[src/wgm_pkg.sv]
// wgm_pkg: shared types and constants of the wildcard glob matcher
// holds the action codes, the queue entry type and the default sizes
// no dependencies
`default_nettype none

package wgm_pkg;

  localparam int MAX_PATTERN_DEF = 256;
  localparam int CHAR_BITS_DEF   = 16;
  localparam int IN_CHAR_W       = 16;
  localparam int QUEUE_DEPTH     = 2;

  localparam logic [IN_CHAR_W-1:0] STAR_CODE  = IN_CHAR_W'(8'h2A);
  localparam logic [IN_CHAR_W-1:0] QUERY_CODE = IN_CHAR_W'(8'h3F);

  typedef enum logic [1:0] {
    OP_CLEAR   = 2'd0,
    OP_APPEND  = 2'd1,
    OP_SUBJECT = 2'd2,
    OP_END     = 2'd3
  } op_t;

  typedef struct packed {
    op_t                  op;
    logic [IN_CHAR_W-1:0] ch;
    logic                 is_star;
    logic                 is_query;
  } entry_t;

endpackage

`default_nettype wire

[src/wgm_queue.sv]
// wgm_queue: short fifo between the decode side and the matcher core
// holds classified entries; depends on wgm_pkg
`default_nettype none

module wgm_queue import wgm_pkg::*; (
  input  wire logic   clk,
  input  wire logic   rst_n,
  input  wire logic   push,
  input  entry_t      push_entry,
  output logic        full,
  output logic        head_valid,
  output entry_t      head_entry,
  input  wire logic   pop
);

  localparam int PW = (QUEUE_DEPTH > 1) ? $clog2(QUEUE_DEPTH) : 1;
  localparam int CNT_W = $clog2(QUEUE_DEPTH + 1);

  entry_t             slot_r [QUEUE_DEPTH];
  logic [PW-1:0]      wr_ptr_r;
  logic [PW-1:0]      rd_ptr_r;
  logic [CNT_W-1:0]   count_r;
  logic               do_push;
  logic               do_pop;

  assign full       = (count_r == CNT_W'(QUEUE_DEPTH));
  assign head_valid = (count_r != '0);
  assign head_entry = slot_r[rd_ptr_r];
  assign do_push    = push && !full;
  assign do_pop     = pop && head_valid;

  always_ff @(posedge clk) begin
    if (!rst_n) begin
      wr_ptr_r <= '0;
      rd_ptr_r <= '0;
      count_r  <= '0;
    end else begin
      if (do_push) begin
        wr_ptr_r <= (wr_ptr_r == PW'(QUEUE_DEPTH - 1)) ? '0 : wr_ptr_r + 1'b1;
      end
      if (do_pop) begin
        rd_ptr_r <= (rd_ptr_r == PW'(QUEUE_DEPTH - 1)) ? '0 : rd_ptr_r + 1'b1;
      end
      if (do_push && !do_pop) begin
        count_r <= count_r + 1'b1;
      end else if (do_pop && !do_push) begin
        count_r <= count_r - 1'b1;
      end
    end
  end

  always_ff @(posedge clk) begin
    if (do_push) begin
      slot_r[wr_ptr_r] <= push_entry;
    end
  end

endmodule

`default_nettype wire

[config.mk]
export PLATFORM = sky130hd
export DESIGN_NAME = wgm_queue
export DESIGN_NICKNAME = d
export VERILOG_FILES = /design/src/wgm_pkg.sv /design/src/wgm_queue.sv
export SDC_FILE = /design/constraint.sdc
export NUM_CORES = 1
export LEC_CHECK = 0
export ABC_CLOCK_PERIOD_IN_PS = 1900
export BUFFER_PORTS_ARGS = -buffer_cell sky130_fd_sc_hd__buf_2
export CAP_MARGIN = 20
export CELL_PAD_IN_SITES_DETAIL_PLACEMENT = 0
export CELL_PAD_IN_SITES_GLOBAL_PLACEMENT = 1
export CORE_MARGIN = 2
export CORE_UTILIZATION = 38
export CTS_CLUSTER_DIAMETER = 40
export DETAILED_ROUTE_END_ITERATION = 7
export MAX_ROUTING_LAYER = met4
export PLACE_DENSITY_LB_ADDON = 0.1
export SYNTH_ARGS = -nofsm -noshare
export SYNTH_HDL_FRONTEND = slang
export SYNTH_SLANG_ARGS = --single-unit
[constraint.sdc]
create_clock -name clk -period 1.9 [get_ports clk]
set_input_delay 0 -clock clk [delete_from_list [all_inputs] [get_ports clk]]
set_output_delay 0 -clock clk [all_outputs]
set_load 0.005 [all_outputs]
==> summary.txt <==
Timing
  – Unrepaired setup endpoints after global routing: no
  – Worst-Margin Slew: 0.232 ns
  – Setup TNS: 0 ns
  – Final period util: 84.0%
  – Post-layout minimum cycle time: 1.60 ns
  – Final Max Slew Viols: 0
  – Worst Hold Slack: 0.0762 ns
  – Final Hold Viols: 0
  – FMAX: 627 MHz
  – Clk_skew: 0.00315 ns
  – Setup-failing EPs final: 0
  – Max_slew headroom: 84.4%

Power and ir drop
  – Sw Pwr: 686 uW
  – Sequential fraction of design power: 50.1%
  – Pwr/cell area: 1130 nW/um2
  – Internal power: 1.92 mW
  – Clock group share of total power: 20.9%
  – Worst VDD drop: 513 uV
  – Sw Share: 26.4%
  – Combinational power share: 29.0%
  – Leakage: 0.894 nW

Place
  – Dpl cells: 188
  – DPL Wire Length: 1930 um
  – Gpl congestion: 0.640
  – Port Buffers: 45

Clock tree
  – Clk Latency, worst-skew pair: 0.29 ns
  – Number of post-CTS setup repair buffers: 0
  – CTS buffer count: 5
  – Root Driver: clkbuf_8
  – H-tree Lvls: 2
  – Reg clk slew, reported paths: 0.08 ns
  – CTS Hold Bufs: 21
  – Clock tree buffer depth: 2
  – CTS resizes: 0
  – CTS sink count: 45
  – CTS tree: done

Die
  – DIE AREA: 4950 um2
  – Num ports: 46
  – # rows: 24
  – Initial core utilization: 39.0%
  – Die H: 70.4 um
  – Die W: 70.4 um
  – Core area: 4290 um2

Yosys
  – Synth Instances: 87
  – Cell accounting for the most synthesized area: edfxtp_1
  – Synth Register Bits: 45
  – Yosys cell types: 21
  – Ys async rst share: 0%
  – Count leader, synth: edfxtp_1
  – Syn Area/Cell: 19.2 um2
  – Seq/Total Area, Yosys: 77.8%
  – Synth warn: 0
  – Dominant cells by area after synthesis: edfxtp_1, mux2_2, dfxtp_1, and2_1, xnor2_1
  – Post-Syn Area: 1670 um2
  – Yosys top cell area share: 71.8%
  – Synth top cells by count: edfxtp_1, mux2_2, dfxtp_1
  – Synth Flop Type: edfxtp_1
  – EDFF count, synth: 40
  – Syn_nets: 112

Setup path
  – Worst Path Max Fanout: 5
  – CP Data Required Time: 2.13 ns
  – Crit path DAT: 1.82 ns
  – Crit. End Element: flip-flop
  – WS Path Type: reg2reg
  – CP Launch Type: flip-flop

Final layout
  – Area Overhead vs Synth: 37.2%
  – Layout filler cell count: 386
  – Post-layout util: 53.5%
  – Share of layout cells above drive strength 1: 48.5%
  – N_diodes: 0
  – Post-Layout Cell Count: 217
  – Layout net count: 189

Routing
  – Wirelength per Cell: 13.4 um
  – Wire length on met1: 1260 um
  – DRT antenna net count: 0
  – Top Layer Used: met4
  – DR WL met3: 117 um
  – Routed WL: 2910 um
  – Met2 WL: 1520 um
  – Starting DRT DRC Count: 30
  – Via count: 980
  – Residual DRC: 0
  – Pre-antenna DRT Iters: 4
  – Avg Vias per Cell: 4.52

Global routing
  – Initial antenna violation count: 0
  – Global Route Usage Sum: 12.9%
  – Total grt overflow: 0
  – Vias in the first global route: 1049
  – Largest net degree at the start of global routing: 15
  – First-pass GRT wire length: 4710 um

Status
  – Status: completed

Flow run
  – Max Cap Viol: 0

Worst hold path
  – Worst hold path type: in2reg
-- kinds of logic (layout without fill, tap and decap cells) --
kind of cell | count (synthesis) | in the layout | share of synthesized area, %
AO/OA/AOI/OAI | 5 | 5 | 1.94
adder cells (fa/ha/maj) | 1 | 1 | 0.748
multiplexers | 20 | 20 | 13.5
XOR/XNOR | 3 | 3 | 1.57
buffers and inverters | 4 | 82 | 1.05
flip-flops | 45 | 45 | 77.8
AND/OR/NAND/NOR | 9 | 9 | 3.44
-- cell type report --
class / instances / area, um2 / area share, %
multi-input combinational: 38 / 360 / 15.7
clock buffer: 5 / 68.8 / 3.00
tap: 52 / 65.1 / 2.83
sequential: 45 / 1300 / 56.7
clock inverter: 3 / 12.5 / 0.545
timing repair buffer: 72 / 480 / 20.9
inverter: 2 / 7.51 / 0.327
-- metal layers --
layer / up-vias / global-route usage, %
met3: 2 / 4.91
li1: 486 / -
met2: 24 / 21.3
met5: - / -
met1: 468 / 14.6
met4: 0 / 3.85
-- state kept, by name, indices dropped and copies added, names as in the netlist, named ones only --
signal,count
slot_r,40
count_r,2
rd_ptr_r,1
wr_ptr_r,1
-- power groups by stage --
stage	clock network, mW	registers (mW)	logic [mW]
finish	0.545	1.30	0.755
global route	0.612	1.32	0.831
CTS	0.573	1.30	0.778
detailed placement	0	1.33	0.737
global placement	0	1.32	0.723
floorplan	0	1.31	0.439
-- final timing paths --
path	start	endpoint	slack, ns	cells past startpoint
max	count_r[0]	count_r[1]	0.30	6
min	push	wr_ptr_r	0.08	3
max reg2reg	count_r[0]	count_r[1]	0.30	6
min reg2reg	count_r[1]	count_r[1]	0.53	2
-- metrics by stage --
step | power, mW | area (um2) | setup WS, ns
final | 2.60 | 2300 | 0.304
after global routing | 2.76 | 2300 | 0.204
after CTS | 2.65 | 2300 | 0.303
after detailed placement | 2.06 | 2000 | 0.322
after global placement | 2.04 | 2000 | 0.408
after floorplan | 1.75 | 1670 | 0.0817
-- worst max-delay path, cell delays in order, from the launching register on --
cell	delay, ns
dfxtp_1	0.43
nand2b_1	0.18
inv_2	0.07
nor2_1	0.10
ha_1	0.27
or3_1	0.36
a21boi_1	0.14
-- cell usage in the layout (no fill, tap or decap), types with 2 or more instances in the layout --
master	synthesis	final
buf_2	2	45
dlygate4sd3_1	0	21
edfxtp_1	40	40
dfxtp_1	5	5
buf_4	0	6
clkbuf_8	0	5
mux2_2	20	20
clkinv_1	0	2
xnor2_1	2	2
and2_1	3	3
Power figures use the tool's default switching activity.
