`config.mk`:
```
export PLATFORM = sky130hd
export DESIGN_NAME = wgm_front
export DESIGN_NICKNAME = d
export VERILOG_FILES = /design/src/wgm_pkg.sv /design/src/wgm_front.sv
export SDC_FILE = /design/constraint.sdc
export NUM_CORES = 1
export LEC_CHECK = 0
export BUFFER_PORTS_ARGS = -buffer_cell sky130_fd_sc_hd__buf_2
export CAP_MARGIN = 15
export CORE_AREA = 2 2 39 41
export DETAILED_ROUTE_END_ITERATION = 8
export DIE_AREA = 0 0 41 43
export SLEW_MARGIN = 20
export SYNTH_ARGS = -nofsm -noshare
export SYNTH_HDL_FRONTEND = slang
export SYNTH_SLANG_ARGS = --single-unit
```
`constraint.sdc`:
```
create_clock -name vclk -period 3.4
set_clock_uncertainty 0.1 [all_clocks]
set_input_delay 0.51 -clock vclk [all_inputs]
set_output_delay 0.51 -clock vclk [all_outputs]
set_load 0.005 [all_outputs]
```
`src/wgm_pkg.sv`:
```
// wgm_pkg: shared types and constants of the wildcard glob matcher
// holds the action codes, the queue entry type and the default sizes
// no dependencies
`default_nettype none

package wgm_pkg;

  localparam int MAX_PATTERN_DEF = 256;
  localparam int CHAR_BITS_DEF   = 16;
  localparam int IN_CHAR_W       = 16;
  localparam int QUEUE_DEPTH     = 2;

  localparam logic [IN_CHAR_W-1:0] STAR_CODE  = IN_CHAR_W'(8'h2A);
  localparam logic [IN_CHAR_W-1:0] QUERY_CODE = IN_CHAR_W'(8'h3F);

  typedef enum logic [1:0] {
    OP_CLEAR   = 2'd0,
    OP_APPEND  = 2'd1,
    OP_SUBJECT = 2'd2,
    OP_END     = 2'd3
  } op_t;

  typedef struct packed {
    op_t                  op;
    logic [IN_CHAR_W-1:0] ch;
    logic                 is_star;
    logic                 is_query;
  } entry_t;

endpackage

`default_nettype wire

```
`src/wgm_front.sv`:
```
// wgm_front: input side, decodes the action and masks the character
// produces one queue entry per transfer; depends on wgm_pkg
`default_nettype none

module wgm_front import wgm_pkg::*; #(
  parameter int CHAR_BITS = CHAR_BITS_DEF
) (
  input  wire logic [1:0]           in_action,
  input  wire logic [IN_CHAR_W-1:0] in_char_code,
  output entry_t                    entry
);

  localparam int CW = (CHAR_BITS < IN_CHAR_W) ? CHAR_BITS : IN_CHAR_W;
  localparam logic [IN_CHAR_W-1:0] CHAR_MASK =
    (CW >= IN_CHAR_W) ? {IN_CHAR_W{1'b1}} : IN_CHAR_W'((33'd1 << CW) - 33'd1);

  logic [IN_CHAR_W-1:0] ch;

  always_comb begin
    ch             = in_char_code & CHAR_MASK;
    entry.op       = op_t'(in_action);
    entry.ch       = ch;
    entry.is_star  = (ch == STAR_CODE);
    entry.is_query = (ch == QUERY_CODE);
  end

endmodule

`default_nettype wire

```
==> metrics.md, run 1 <==
| Metric | Value |
|---|---|
| Die height | `43 um` |
| Fin Setup TNS | `0 ns` |
| Synth Area in XOR/XNOR | `0` |
| Worst rel slew slack | `0.855` |
| Psw | `9.87 uW` |
| Multi-input gate area | `66.3 sq um` |
| Core area | `0.00138 sq mm` |
| Post-synth top cells | `buf_4, nand4b_1, nor4_1, or4_1` |
| Cell Int Power | `14.4 uW` |
| Post-synthesis compound-gate area fraction | `0` |
| CP peak stage delay | `0.55 ns` |
| Final Slew Violations | `0` |
| Filler cell count | `157` |
| Drt first pass iters | `1` |
| Residual DRC count | `0` |
| Number of setup violations in the final report | `0` |
| Synthesized area per cell | `7.75 sq um` |
| Hold Path Class | `input port to output pin` |
| Status | `complete, no violations` |
| Hold path startpoint | `in_action[0]` |
| GRT Overall Usage | `0.0460` |
| Mapped Cells | `26` |
| Seq_cells | `0` |
| Initial Util | `0.146` |
| Synth unique cells | `6` |
| Fin crit period | `2.21 ns` |
| Port Buffers | `34` |
| Peak supply drop | `21.4 uV` |
| Main combinational cell family by area after synthesis | `buffers and inverters` |
| Pin count of the biggest net entering global routing | `4` |
| CP Class | `input port to output pin` |
| Worst Path Arrival | `1.60 ns` |
| Postcts setup bufs | `0` |
| Fmax | `452 MHz` |
| Vias in the first global route | `160` |
| Worst Tran Pin Value | `0.216 ns` |
| Post-CTS Hold Buffers | `0` |
| Top delay family on crit path | `simple AND/OR/NAND/NOR gates` |
| Count leader, synth | `buf_4` |
| Post-Synth Simple-Gate Area | `0.329` |
| Synth area leaders | `buf_4, nand4b_1, or4_1, nor4_1, or4bb_1` |
| Synth Net Count | `44` |
| RePlAce Congestion | `0.608` |
| Buf+Inv Stages, Crit Path | `2` |
| Synth area leader | `buf_4` |
| RSZ-0062 raised after global routing | `no` |
| Clock power frac | `0` |
| Sw frac | `0.407` |
| Setup crit start | `in_char_code[13]` |
| Routed vias | `221` |
| Tcrit/Tclk final | `0.651` |
| First-pass GRT wire length | `586 um` |
| Fraction of layout cells with a size suffix above 1 | `0.810` |
| Synthesis-to-finish area growth | `27.3%` |
| Post-CTS Resized | `0` |
| Clkbuf count | `0` |
| CP Launch Type | `input port` |
| Overall die width | `41 um` |
| Post-synthesis sequential area ratio | `0` |
| # rows | `14` |
| Max Cap Viol | `0` |
| ANT nets after route | `0` |
| Tot Pwr | `24.2 uW` |
| Post-synth top area share | `0.671` |
| Critical Path Fanout Max | `2` |
| Lkg Pwr | `0.147 nW` |
| Most frequent CP cell | `buf_2` |
| Adder and majority cell fraction of the synthesized area | `0` |
| Req. time, crit path | `2.79 ns` |
| CP max stage cell | `or4_1` |
| Register area | `0 sq um` |
| Yosys Warn Count | `0` |
| Final #Nets | `62` |
| Initial drt markers | `0` |
| Die footprint | `0.00176 sq mm` |
| Routed len/inst | `8.90 um` |
| Crit. End Element | `output pin` |
| Multiplexer area fraction after synthesis | `0` |
| Seq pwr share | `0` |
| Num ports | `38` |
| Post-synthesis cell area | `201 sq um` |
| Crit-path cells | `buf_2 > or4_1 > nor4_1 > buf_2` |
| N_diodes | `0` |
| PD cells | `94.5 mW/mm^2` |
| Total Wirelength | `516 um` |
| Global route overflow | `0` |
| Avg Vias per Cell | `3.81` |
| Combinational power share | `1.000` |
| Initial antenna violation count | `0` |
| Hold Fails Final Rpt | `0` |
through the flow:
step	utilization	area [sq um]	cells	hold slack (ns)	worst slack, ns
finish	0.185	256	58	0.920	1.19
CTS	0.185	256	58	0.920	1.15
global route	0.185	256	58	0.920	1.04
global placement	0.185	256	58	0.920	1.19
detailed placement	0.185	256	58	0.920	1.16
floorplan	-	201	26	1.00	1.42
power by group through the flow:
stage / logic (mW) / clock network (mW) / registers (mW)
floorplan: 0.0193 / 0 / 0
global placement: 0.0243 / 0 / 0
detailed placement: 0.0246 / 0 / 0
CTS: 0.0247 / 0 / 0
global route: 0.0274 / 0 / 0
finish: 0.0242 / 0 / 0
path summary, 6_finish.rpt:
path,end,slack (ns),depth (start not counted)
max,entry[0],1.19,4
min,entry[18],0.92,0
layer usage:
layer | vias to the layer above | wire length [um] | global-route usage
li1 | 109 | - | -
met1 | 89 | 204 | 0.0443
met2 | 23 | 212 | 0.0969
met3 | 0 | 99 | 0
met4 | 0 | 0 | 0.00667
met5 | - | 0 | 0
cell families after synthesis:
kind of cell,after synthesis
and+or+nand+nor,8
buffers and inverters,18
layout make-up:
type / instances / area share
multi-input cells: 8 / 0.259
well taps: 16 / 0.0780
repair buffers: 34 / 0.663
layout by cell type, fill, tap and decap left out:
master / n
buf_2: 34
nor4_1: 2
or4_1: 2
nand4b_1: 2
or4b_1: 1
or4bb_1: 1
No activity file was read; power rests on OpenSTA's default activity.
==> inputs of run 2 (changes only) <==
- clock period: 3.4 -> 1.9 ns (I/O delays scaled with it)
==> metrics.md, run 2 (synthesis gave the netlist of run 1 again) <==
| Metric | Value |
|---|---|
| Most common cell after layout, fill and taps aside | `buf_2` |
| GRT Overall Usage | `0.0460 (unchanged)` |
| ANT nets after route | `0 (unchanged)` |
| Routed vias | `225 (+1.8%)` |
| Avg Vias per Cell | `3.88 (+1.8%)` |
| Register area | `0 sq um (unchanged)` |
| PD cells | `167 mW/mm^2 (+77%)` |
| # rows | `14 (unchanged)` |
| Hold path startpoint | `in_action[0]` |
| CP max stage cell | `or4_1` |
| Max Cap Viol | `0 (unchanged)` |
| Cell Int Power | `25.8 uW (+79%)` |
| Crit-path cells | `buf_2 > or4_1 > nor4_2 > buf_2` |
| Port Buffers | `34 (unchanged)` |
| Core area | `0.00138 sq mm (unchanged)` |
| Sw frac | `0.413 (+0.00628)` |
| Global route overflow | `0 (unchanged)` |
| Pin count of the biggest net entering global routing | `4 (unchanged)` |
| N_diodes | `0 (unchanged)` |
| Routed len/inst | `9.12 um (+2.5%)` |
| Number of setup violations in the final report | `0 (unchanged)` |
| RSZ-0062 raised after global routing | `no` |
| Vias in the first global route | `160 (unchanged)` |
| Residual DRC count | `0 (unchanged)` |
| Clkbuf count | `0 (unchanged)` |
| Hold Path Class | `input port to output pin` |
| Num ports | `38 (unchanged)` |
| Combinational power share | `1.000 (about the same)` |
| Hold Fails Final Rpt | `0 (unchanged)` |
| Initial Util | `0.146 (unchanged)` |
| Total Wirelength | `529 um (+2.5%)` |
| Initial antenna violation count | `0 (unchanged)` |
| Filler cell count | `158 (+0.64%)` |
| CP Launch Type | `input port` |
| CP Class | `input port to output pin` |
| Final #Nets | `62 (unchanged)` |
| Psw | `18.2 uW (+84%)` |
| Final Slew Violations | `0 (unchanged)` |
| Postcts setup bufs | `0 (unchanged)` |
| Fin Setup TNS | `0 ns (unchanged)` |
| Most frequent cells in the layout | `buf_2, or4_1, nand4b_1` |
| RePlAce Congestion | `0.608 (unchanged)` |
| Clock power frac | `0 (unchanged)` |
| Multi-input gate area | `72.6 sq um (+9.4%)` |
| Most frequent CP cell | `buf_2` |
| Seq_cells | `0 (unchanged)` |
| Crit. End Element | `output pin` |
| Fmax | `562 MHz` |
| Worst rel slew slack | `0.866 (+0.0114)` |
| Tot Pwr | `43.9 uW (+81%)` |
| Fin crit period | `1.78 ns` |
| Tcrit/Tclk final | `0.937` |
| CP peak stage delay | `0.57 ns (+0.02 ns)` |
| Status | `complete, no violations` |
| Peak supply drop | `38.8 uV (+82%)` |
| Worst Path Arrival | `1.40 ns (-0.20 ns)` |
| Die footprint | `0.00176 sq mm (unchanged)` |
| First-pass GRT wire length | `586 um (unchanged)` |
| Critical Path Fanout Max | `2 (unchanged)` |
| Req. time, crit path | `1.51 ns (-1.28 ns)` |
| Initial drt markers | `0 (unchanged)` |
| Drt first pass iters | `1 (unchanged)` |
| Top delay family on crit path | `simple AND/OR/NAND/NOR gates` |
| Buf+Inv Stages, Crit Path | `2 (unchanged)` |
| Seq pwr share | `0 (unchanged)` |
| Fraction of layout cells with a size suffix above 1 | `0.833 (+0.0238)` |
| Setup crit start | `in_char_code[13]` |
| Lkg Pwr | `0.147 nW (about the same)` |
| Worst Tran Pin Value | `0.199 ns (-0.0169 ns)` |
| Die height | `43 um (unchanged)` |
| Synthesis-to-finish area growth | `30.4%` |
| Overall die width | `41 um (unchanged)` |
run 2: cell count changes in the layout (fill, tap and decap cells not counted):
cell	delta
nor4_1	-1
nor4_2	+1
run 2: layout make-up:
class                      count  area share
multi-input combinational      8       0.276
timing repair buffer          34       0.648
tap                           16      0.0762
run 2: worst paths after layout:
path | to | slack (ns) | cells after the start
max | entry[0] | 0.12 | 4
min | entry[18] | 0.47 | 0
run 2: power by group through the flow:
stage               Combinational (mW)  Clock [mW]  Sequential (mW)
floorplan                       0.0345           0                0
global placement                0.0434           0                0
detailed placement              0.0441           0                0
CTS                             0.0443           0                0
global route                    0.0494           0                0
finish                          0.0439           0                0
run 2: per-layer routing:
layer	track usage	share of wire
met1	0.0443	0.40
met5	0	0
met3	0	0.19
met4	0.00667	0
met2	0.0969	0.42
run 2: timing repair:
| item | in CTS | in global routing |
|---|---|---|
| endpoints found under the setup margin | 0 | 1 |
| hold buffers | 0 | 0 |
| resized for setup | 0 | 1 |
run 2: per-stage QoR:
| step | hold slack, ns | area (sq um) | worst slack (ns) | std cells | utilization |
|---|---|---|---|---|---|
| 2_1_floorplan | 0.551 | 201 | 0.366 | 26 | - |
| 3_3_place_gp | 0.470 | 256 | 0.140 | 58 | 0.185 |
| 3_5_place_dp | 0.470 | 256 | 0.114 | 58 | 0.185 |
| 4_1_cts | 0.470 | 256 | 0.101 | 58 | 0.185 |
| 5_1_grt | 0.470 | 263 | 0.0186 | 58 | 0.190 |
| 6_report | 0.470 | 263 | 0.120 | 58 | 0.190 |
